[src/hw/rtl/e2e_profile1_receive_check_macros.svh]
// ----------------------------------------------------------------------------
// e2e_profile1_receive_check_macros
// assertion helpers for the receive check
// ----------------------------------------------------------------------------
`ifndef E2E_PROFILE1_RECEIVE_CHECK_MACROS_SVH
`define E2E_PROFILE1_RECEIVE_CHECK_MACROS_SVH

// checked only out of reset
`define E2ERC_ASSERT(lbl, prop, msg) \
  lbl: assert property (@(posedge clk) disable iff (!rst_n) prop) else $error(msg);

// checked on every edge
`define E2ERC_ASSERT_ALWAYS(lbl, prop, msg) \
  lbl: assert property (@(posedge clk) prop) else $error(msg);

`endif

[src/hw/rtl/e2erc_pkg.sv]
// ----------------------------------------------------------------------------
// e2erc_pkg
// types, codes and the crc-8 step of the end-to-end receive check
// ----------------------------------------------------------------------------
package e2erc_pkg;

  typedef enum logic [2:0] {
    ST_OK          = 3'd0,
    ST_REPEATED    = 3'd1,
    ST_WRONG_SEQ   = 3'd2,
    ST_SOME_LOST   = 3'd3,
    ST_WRONG_CRC   = 3'd4,
    ST_NO_NEW_DATA = 3'd5,
    ST_INITIAL     = 3'd6
  } status_t;

  localparam int CFG_IDX_W = 3;
  localparam int CFG_DATA_W = 16;

  localparam logic [CFG_IDX_W-1:0] CFG_DATA_ID        = 3'd0;
  localparam logic [CFG_IDX_W-1:0] CFG_ID_MODE        = 3'd1;
  localparam logic [CFG_IDX_W-1:0] CFG_COUNTER_OFFSET = 3'd2;
  localparam logic [CFG_IDX_W-1:0] CFG_CRC_OFFSET     = 3'd3;
  localparam logic [CFG_IDX_W-1:0] CFG_FRAME_BITS     = 3'd4;
  localparam logic [CFG_IDX_W-1:0] CFG_DELTA_INIT     = 3'd5;

  localparam logic [1:0] MODE_BOTH = 2'd0;
  localparam logic [1:0] MODE_ALT  = 2'd1;
  localparam logic [1:0] MODE_LOW  = 2'd2;

  localparam logic [7:0] CRC_POLY = 8'h1D;
  localparam logic [3:0] DELTA_SAT = 4'd14;
  localparam logic [4:0] CNT_MOD = 5'd15;

  function automatic logic [7:0] crc8_byte(input logic [7:0] crc, input logic [7:0] b);
    logic [7:0] r;
    r = crc ^ b;
    for (int k = 0; k < 8; k++) begin
      r = r[7] ? ((r << 1) ^ CRC_POLY) : (r << 1);
    end
    return r;
  endfunction

endpackage

[src/hw/rtl/e2e_profile1_receive_check.sv]
// ----------------------------------------------------------------------------
// e2e_profile1_receive_check: input transfer and result are each registered
// 1 byte per cycle when not stalled; crc step, capture and sequence check in one pass
// reset is synchronous: config to defaults, frame position cleared, first frame awaited
// ----------------------------------------------------------------------------
module e2e_profile1_receive_check #(
  parameter int MAX_FRAME_BYTES = 32
) (
  input  logic                                clk,
  input  logic                                rst_n,
  input  logic                                in_valid,
  output logic                                in_stall,
  input  logic                                in_req_type,
  input  logic [7:0]                          in_data_byte,
  input  logic                                in_last_byte,
  output logic                                out_valid,
  input  logic                                out_stall,
  output logic [2:0]                          out_check_status,
  output logic [3:0]                          out_lost_count,
  output logic [3:0]                          out_received_counter,
  input  logic                                cfg_write_en,
  input  logic [e2erc_pkg::CFG_IDX_W-1:0]     cfg_index,
  input  logic [e2erc_pkg::CFG_DATA_W-1:0]    cfg_wdata
);
  import e2erc_pkg::*;
  `include "e2e_profile1_receive_check_macros.svh"

  localparam int IDX_W = $clog2(MAX_FRAME_BYTES + 1);
  localparam logic [IDX_W-1:0] IDX_MAX = IDX_W'(MAX_FRAME_BYTES);

  // configuration
  logic [15:0] data_id_r;
  logic [1:0]  id_mode_r;
  logic [7:0]  cnt_off_r;
  logic [7:0]  crc_off_r;
  logic [8:0]  frame_bits_r;
  logic [3:0]  delta_init_r;

  // input register
  logic       s1_valid_r;
  logic       s1_req_r;
  logic [7:0] s1_byte_r;
  logic       s1_last_r;

  // check state
  logic [7:0]       crc_lo_r, crc_lo_nxt;
  logic [7:0]       crc_hi_r, crc_hi_nxt;
  logic [IDX_W-1:0] byte_idx_r, byte_idx_nxt;
  logic [3:0]       seen_cnt_r, seen_cnt_nxt;
  logic [7:0]       seen_crc_r, seen_crc_nxt;
  logic [3:0]       good_cnt_r, good_cnt_nxt;
  logic [3:0]       delta_limit_r, delta_limit_nxt;
  logic             awaiting_first_r, awaiting_first_nxt;
  logic [3:0]       lost_hold_r, lost_hold_nxt;

  logic       out_valid_r;
  logic [2:0] out_status_r;
  logic [3:0] out_lost_r;
  logic [3:0] out_cnt_r;

  logic       proc_go;
  logic       has_result;
  logic [2:0] status_nxt;
  logic [3:0] res_cnt_nxt;

  logic [7:0] id_lo_crc;
  logic [7:0] lo_start;
  logic [7:0] hi_start;
  logic [3:0] cnt_base;
  logic [7:0] crc_base;
  logic [8:0] idx_ext;
  logic [3:0] dl_aged;
  logic [7:0] calc;
  logic [4:0] diff0, diff1, diff2;
  logic [3:0] delta;

  assign proc_go    = s1_valid_r && (!out_valid_r || !out_stall);
  assign in_stall   = s1_valid_r && !proc_go;
  assign has_result = s1_req_r || s1_last_r;

  always_comb begin
    id_lo_crc = crc8_byte(8'h00, data_id_r[7:0]);
    if (byte_idx_r == '0) begin
      unique case (id_mode_r)
        MODE_BOTH: begin
          lo_start = crc8_byte(id_lo_crc, data_id_r[15:8]);
          hi_start = lo_start;
        end
        MODE_ALT: begin
          lo_start = id_lo_crc;
          hi_start = crc8_byte(8'h00, data_id_r[15:8]);
        end
        default: begin
          lo_start = id_lo_crc;
          hi_start = id_lo_crc;
        end
      endcase
      cnt_base = '0;
      crc_base = '0;
    end else begin
      lo_start = crc_lo_r;
      hi_start = crc_hi_r;
      cnt_base = seen_cnt_r;
      crc_base = seen_crc_r;
    end

    idx_ext      = 9'(byte_idx_r);
    crc_lo_nxt   = lo_start;
    crc_hi_nxt   = hi_start;
    seen_cnt_nxt = cnt_base;
    seen_crc_nxt = crc_base;
    if (byte_idx_r < IDX_MAX) begin
      if (idx_ext == 9'(cnt_off_r[7:3])) begin
        seen_cnt_nxt = (cnt_off_r[2:0] != 3'd0) ? s1_byte_r[7:4] : s1_byte_r[3:0];
      end
      if (idx_ext == 9'(crc_off_r[7:3])) begin
        seen_crc_nxt = s1_byte_r;
      end else if (idx_ext < 9'(frame_bits_r[8:3])) begin
        crc_lo_nxt = crc8_byte(lo_start, s1_byte_r);
        crc_hi_nxt = crc8_byte(hi_start, s1_byte_r);
      end
    end

    dl_aged = (delta_limit_r >= 4'd13) ? DELTA_SAT : delta_limit_r + 4'd1;
    calc    = (id_mode_r == MODE_ALT && seen_cnt_nxt[0]) ? crc_hi_nxt : crc_lo_nxt;

    // counter difference modulo 15
    diff0 = CNT_MOD + 5'(seen_cnt_nxt) - 5'(good_cnt_r);
    diff1 = (diff0 >= CNT_MOD) ? diff0 - CNT_MOD : diff0;
    diff2 = (diff1 >= CNT_MOD) ? diff1 - CNT_MOD : diff1;
    delta = diff2[3:0];

    byte_idx_nxt       = byte_idx_r;
    good_cnt_nxt       = good_cnt_r;
    delta_limit_nxt    = delta_limit_r;
    awaiting_first_nxt = awaiting_first_r;
    lost_hold_nxt      = lost_hold_r;
    status_nxt         = ST_NO_NEW_DATA;
    res_cnt_nxt        = '0;

    if (s1_req_r) begin
      crc_lo_nxt      = crc_lo_r;
      crc_hi_nxt      = crc_hi_r;
      seen_cnt_nxt    = seen_cnt_r;
      seen_crc_nxt    = seen_crc_r;
      delta_limit_nxt = dl_aged;
    end else if (!s1_last_r) begin
      if (byte_idx_r < IDX_MAX) begin
        byte_idx_nxt = byte_idx_r + 1'b1;
      end
    end else begin
      byte_idx_nxt    = '0;
      delta_limit_nxt = dl_aged;
      res_cnt_nxt     = seen_cnt_nxt;
      if (calc != seen_crc_nxt) begin
        status_nxt = ST_WRONG_CRC;
      end else if (awaiting_first_r) begin
        awaiting_first_nxt = 1'b0;
        delta_limit_nxt    = delta_init_r;
        good_cnt_nxt       = seen_cnt_nxt;
        status_nxt         = ST_INITIAL;
      end else if (delta == 4'd0) begin
        status_nxt = ST_REPEATED;
      end else if (delta > dl_aged) begin
        status_nxt = ST_WRONG_SEQ;
      end else begin
        delta_limit_nxt = delta_init_r;
        good_cnt_nxt    = seen_cnt_nxt;
        lost_hold_nxt   = delta - 4'd1;
        status_nxt      = (delta == 4'd1) ? ST_OK : ST_SOME_LOST;
      end
    end
  end

  // control and state
  always_ff @(posedge clk) begin
    if (!rst_n) begin
      data_id_r        <= '0;
      id_mode_r        <= '0;
      cnt_off_r        <= 8'd8;
      crc_off_r        <= '0;
      frame_bits_r     <= 9'd64;
      delta_init_r     <= 4'd1;
      s1_valid_r       <= 1'b0;
      out_valid_r      <= 1'b0;
      crc_lo_r         <= '0;
      crc_hi_r         <= '0;
      byte_idx_r       <= '0;
      seen_cnt_r       <= '0;
      seen_crc_r       <= '0;
      good_cnt_r       <= '0;
      delta_limit_r    <= '0;
      awaiting_first_r <= 1'b1;
      lost_hold_r      <= '0;
    end else begin
      if (cfg_write_en) begin
        unique case (cfg_index)
          CFG_DATA_ID:        data_id_r    <= cfg_wdata;
          CFG_ID_MODE:        id_mode_r    <= cfg_wdata[1:0];
          CFG_COUNTER_OFFSET: cnt_off_r    <= cfg_wdata[7:0];
          CFG_CRC_OFFSET:     crc_off_r    <= cfg_wdata[7:0];
          CFG_FRAME_BITS:     frame_bits_r <= cfg_wdata[8:0];
          CFG_DELTA_INIT:     delta_init_r <= cfg_wdata[3:0];
          default: ;
        endcase
      end
      if (in_valid && !in_stall) begin
        s1_valid_r <= 1'b1;
      end else if (proc_go) begin
        s1_valid_r <= 1'b0;
      end
      if (proc_go && has_result) begin
        out_valid_r <= 1'b1;
      end else if (!out_stall) begin
        out_valid_r <= 1'b0;
      end
      if (proc_go) begin
        crc_lo_r         <= crc_lo_nxt;
        crc_hi_r         <= crc_hi_nxt;
        byte_idx_r       <= byte_idx_nxt;
        seen_cnt_r       <= seen_cnt_nxt;
        seen_crc_r       <= seen_crc_nxt;
        good_cnt_r       <= good_cnt_nxt;
        delta_limit_r    <= delta_limit_nxt;
        awaiting_first_r <= awaiting_first_nxt;
        lost_hold_r      <= lost_hold_nxt;
      end
    end
  end

  // payload
  always_ff @(posedge clk) begin
    if (in_valid && !in_stall) begin
      s1_req_r  <= in_req_type;
      s1_byte_r <= in_data_byte;
      s1_last_r <= in_last_byte;
    end
    if (proc_go && has_result) begin
      out_status_r <= status_nxt;
      out_lost_r   <= lost_hold_nxt;
      out_cnt_r    <= res_cnt_nxt;
    end
  end

  assign out_valid            = out_valid_r;
  assign out_check_status     = out_status_r;
  assign out_lost_count       = out_lost_r;
  assign out_received_counter = out_cnt_r;

  `E2ERC_ASSERT(a_stall_needs_item, in_stall |-> s1_valid_r, "stall without a held item")
  `E2ERC_ASSERT(a_idx_bound, byte_idx_r <= IDX_MAX, "frame position beyond maximum")
  `E2ERC_ASSERT(a_lost_hold_quiet, !proc_go |=> $stable(lost_hold_r), "lost count moved while idle")
  `E2ERC_ASSERT(a_first_once, !awaiting_first_r |=> !awaiting_first_r, "first frame flag set again")

endmodule
[config.mk]
export PLATFORM = sky130hd
export DESIGN_NAME = e2e_profile1_receive_check
export DESIGN_NICKNAME = d
export VERILOG_FILES = /design/src/hw/rtl/e2erc_pkg.sv /design/src/hw/rtl/e2e_profile1_receive_check.sv
export VERILOG_INCLUDE_DIRS = /design/src /design/src/hw/rtl
export SDC_FILE = /design/constraint.sdc
export NUM_CORES = 1
export LEC_CHECK = 0
export CORE_ASPECT_RATIO = 0.5
export CORE_MARGIN = 2
export CORE_UTILIZATION = 55
export CTS_CLUSTER_SIZE = 16
export DETAILED_ROUTE_END_ITERATION = 8
export DONT_BUFFER_PORTS = 1
export GPL_TIMING_DRIVEN = 1
export PLACE_DENSITY = 0.74
export SLEW_MARGIN = 20
export SYNTH_ARGS = -nofsm -noshare
export SYNTH_HDL_FRONTEND = slang
export SYNTH_SLANG_ARGS = --single-unit
[constraint.sdc]
create_clock -name clk -period 7.8 [get_ports clk]
set_input_delay 0.39 -clock clk [delete_from_list [all_inputs] [get_ports clk]]
set_output_delay 0.39 -clock clk [all_outputs]
set_load 0.02 [all_outputs]
==> results.rst <==
.. list-table::
   :header-rows: 1

   * - Metric
     - Value
   * - Startpoint class of the critical path
     - register
   * - Area leader, netlist
     - dfxtp_1
   * - Rows
     - 32
   * - Core outline area
     - 0.0152 mm^2
   * - Tightest Hold Check Type
     - primary input to register
   * - Pwr per Cell Area
     - 246 mW/mm^2
   * - Total via count in the routed design
     - between 6k and 7k
   * - Min Clock Period, post-route
     - 7360 ps
   * - Clock Sink Count
     - 111
   * - Arrival time of the worst setup path
     - 7660 ps
   * - Number of standard cells after synthesis
     - 952
   * - R2R cell count
     - 36
   * - Critical-path cell with the highest stage delay
     - or4b_4
   * - Syn nets
     - 1010
   * - Post-route standard cell area excluding fillers
     - 0.00902 mm^2
   * - Max Buffers Root-to-Sink
     - 2
   * - Antenna violation net count after detailed routing
     - 0
   * - Mean area per synthesized cell
     - between 8 and 9 um^2
   * - Post-DP HPWL
     - about 16000 um
   * - Count of synthesis-stage warnings from yosys
     - 0
   * - Top cell type's share of synthesized area
     - between 20% and 30%
   * - GPL Wtd Cong
     - between 0.9 and 1
   * - N_diodes
     - 0
   * - Proportion of synthesized chip area in sequential cells
     - 28.7%
   * - Cell area after technology mapping
     - 0.00847 mm^2
   * - Number of gates on the worst path with buffers counted
     - 36
   * - Run status
     - finished, final reports clean
   * - Worst path required time
     - 8110 ps
   * - Complex-gate fraction of the synthesized area
     - between 15 and 20%
   * - Number of buffers inserted during clock tree synthesis
     - 9
   * - Number of synthesized register bits
     - around 110
   * - Parity-gate share of the synthesized area counting xor and xnor cells
     - roughly 22%
   * - Quantity of hold-fixing buffers added after cts
     - 0
   * - Number of buffers inserted by port buffering
     - 0
   * - First-pass GRT wire length
     - 34200 um
   * - Final setup violation count
     - 0
   * - Least-Margin Pin Slew
     - 1040 ps
   * - Most frequent cell after synthesis
     - nand2_1
   * - Tightest hold margin
     - roughly 120 ps
   * - Number of design-rule violations left by the first detailed-router iteration
     - 540
   * - Type of the worst setup path
     - register to register
   * - Adder-cell share of the synthesized area
     - 3.63%
   * - P_leak
     - between 3 and 4 nW
   * - Number of maximum-capacitance constraint violations
     - 0
   * - Kind of end point of the critical path
     - register
   * - Maximum number of pins on one net before global-route repair
     - 93
   * - Count of distinct cell types in the synthesized netlist
     - 82
   * - Main combinational cell family by area after synthesis
     - XOR/XNOR gates
   * - Number of synthesized flops with an enable pin
     - 21
   * - Crit-path max FO
     - 7
   * - Top cells by area in the synthesized netlist
     - dfxtp_1 (21%), xnor2_1 (9.0%), edfxtp_1 (7.4%)
   * - Number of vias per cell
     - 5.92
   * - Area added between synthesis and finish
     - 6.44%
   * - Worst path top cell family by delay
     - simple AND/OR/NAND/NOR gates
   * - Worst slew margin
     - 30.4%
   * - Max rail drop VDD
     - 115 uV
   * - Peak clock frequency supported by timing
     - 136 MHz
   * - Buf/Inv on CP
     - 4
   * - Effective utilization at floorplan
     - 55.7%
   * - Fill cells
     - between 1k and 1.5k
   * - Final design utilization
     - about three fifths
   * - H-tree levels
     - 3
   * - Skew final
     - 16.3 ps
   * - Die outline width
     - between 150 and 200 um
   * - Fraction of layout instances using a drive strength above 1
     - 9.38%
   * - Gr usage total
     - 26.2%
   * - DRC
     - 0
   * - Multiplexer share of the synthesized area
     - roughly 6%
   * - Max Transition Viols Final
     - 0
   * - Antenna violations before repair
     - 0
   * - Number of hold violations in the final report
     - 0
   * - Vias in the first global route
     - 6391
   * - Die boundary height
     - just over 90 um
   * - Post-synth top flop
     - dfxtp_1
   * - Hold-critical path depth
     - 0
   * - Die area
     - 0.0165 mm^2
   * - Final worst path period share
     - 94.3%
   * - Final wirelength
     - 21200 um
   * - Layout Nets
     - about 1000
   * - Leftover overflow at the end of global routing
     - 0
   * - CTS Root Buffer Type
     - clkbuf_16
   * - Simple-gate share of the synthesized area
     - between 10% and 20%
   * - Total I/O pin count
     - 47
   * - Routed wire length per instance
     - 18.8 um
   * - Clock edge transition at the registers on the reported setup and hold paths
     - 80 ps
   * - Post-detailed-placement cell area
     - 0.00861 mm^2
   * - Worst-skew pair later-pin latency
     - approximately 370 ps
   * - First-pass detailed-route iteration total
     - 5
   * - TritonCTS clock tree
     - yes
   * - Maximum cell stage delay along the critical path
     - around 480 ps
   * - Most frequent cells after synthesis
     - nand2_1 (116), dfxtp_1 (90), xnor2_1 (87)
   * - Proportion of register bits with asynchronous set or reset after synthesis
     - 0%
[placed cells by master (no fill, tap or decap), drive strengths merged, types with 4 or more instances in the layout]
cell type  count
a211oi        13
a21boi        27
a21o           9
a21oi         21
a221oi        10
a22oi          6
a31oi          8
and2          18
and3          12
buf           18
clkbuf        10
dfxtp         90
edfxtp        21
ha            23
inv           46
mux2i         46
nand2        116
nand2b         5
nand3         21
nand4          5
nor2          75
nor2b         25
nor3          18
nor3b          4
nor4           8
o2111ai        4
o211a         11
o211ai        12
o21a           7
o21ai         24
o31ai          4
or2           12
xnor2         91
xnor3         28
xor2          36
xor3           4
[worst register-to-register path, delay by kind of cell (launching register included)]
family          cells  cell delay, ps
compound gates     10            1880
flops               1             370
mux                 2             470
buf+inv             4             280
xor+xnor            1             100
simple gates       14            3070
fa+ha+maj           5            1130
[per-layer routing]
metal	wire (um)	GRT usage (%)	vias to the layer above	share of wire, %
met3	1480	5.84	35	7.0
met4	426	7.18	0	2.0
met2	9270	40.3	230	44
li1	-	-	3253	-
met5	0	0	-	0
met1	10100	37.1	3188	47
[per-stage QoR]
step                      setup TNS, ps  power [mW]  worst slack, ps  instances
after floorplan                       0        1.49             5.19        952
after global placement                0        1.68              318       1110
after detailed placement              0        1.70             65.1       1110
after CTS                             0        2.20             19.1       1126
after global routing              -5.99        2.35            -5.99       1132
final                                 0        2.22              443       1132
[repair_timing]
action                                  4_1_cts  5_1_grt
setup buffers                                 0        6
gates resized for setup                       0       10
endpoints found under the setup margin        0       16
endpoints found under the hold margin         0        0
[cell families (layout without fill, tap and decap cells)]
kind of cell	after synthesis	after routing
compound gates	180	180
fa+ha+maj	24	24
simple gates	328	328
mux	49	49
xor+xnor	159	159
flops	111	111
buf+inv	101	77
[worst paths after layout]
path	startpoint	endpoint	slack, ps
worst max-delay path	byte_idx_r[0]	good_cnt_r[0]	440
worst min register to register	lost_hold_r[3]	lost_hold_r[3]	460
worst max register to register	byte_idx_r[0]	good_cnt_r[0]	440
worst min-delay path	in_data_byte[6]	s1_byte_r[6]	120
[registers in the layout, indices dropped and copies added (netlist names), 2 cells and up]
| register | count |
|---|---|
| data_id_r | 16 |
| cnt_off_r | 8 |
| crc_hi_r | 8 |
| crc_lo_r | 8 |
| s1_byte_r | 8 |
| seen_crc_r | 8 |
| byte_idx_r | 6 |
| frame_bits_r | 6 |
| crc_off_r | 5 |
| delta_init_r | 4 |
| delta_limit_r | 4 |
| good_cnt_r | 4 |
| lost_hold_r | 4 |
| out_lost_count | 4 |
| out_received_counter | 4 |
| seen_cnt_r | 4 |
| out_check_status | 3 |
| id_mode_r | 2 |
[where the power goes]
| part | leakage, nW | internal [mW] | total (mW) | switching (mW) |
|---|---|---|---|---|
| registers | 0.931 | 0.604 | 0.629 | 0.0247 |
| logic | 2.72 | 0.507 | 1.10 | 0.592 |
| clock network | 0.154 | 0.248 | 0.495 | 0.247 |
[cell type report]
class	instances	area, um^2	share of cell area, %
multi-input combinational	740	5710	63.3
sequential	111	2440	27.0
tap	204	255	2.83
clock buffer	10	250	2.77
inverter	43	161	1.79
timing repair buffer	18	135	1.50
clock inverter	6	71.3	0.791
(Power assumes the default switching activity.)
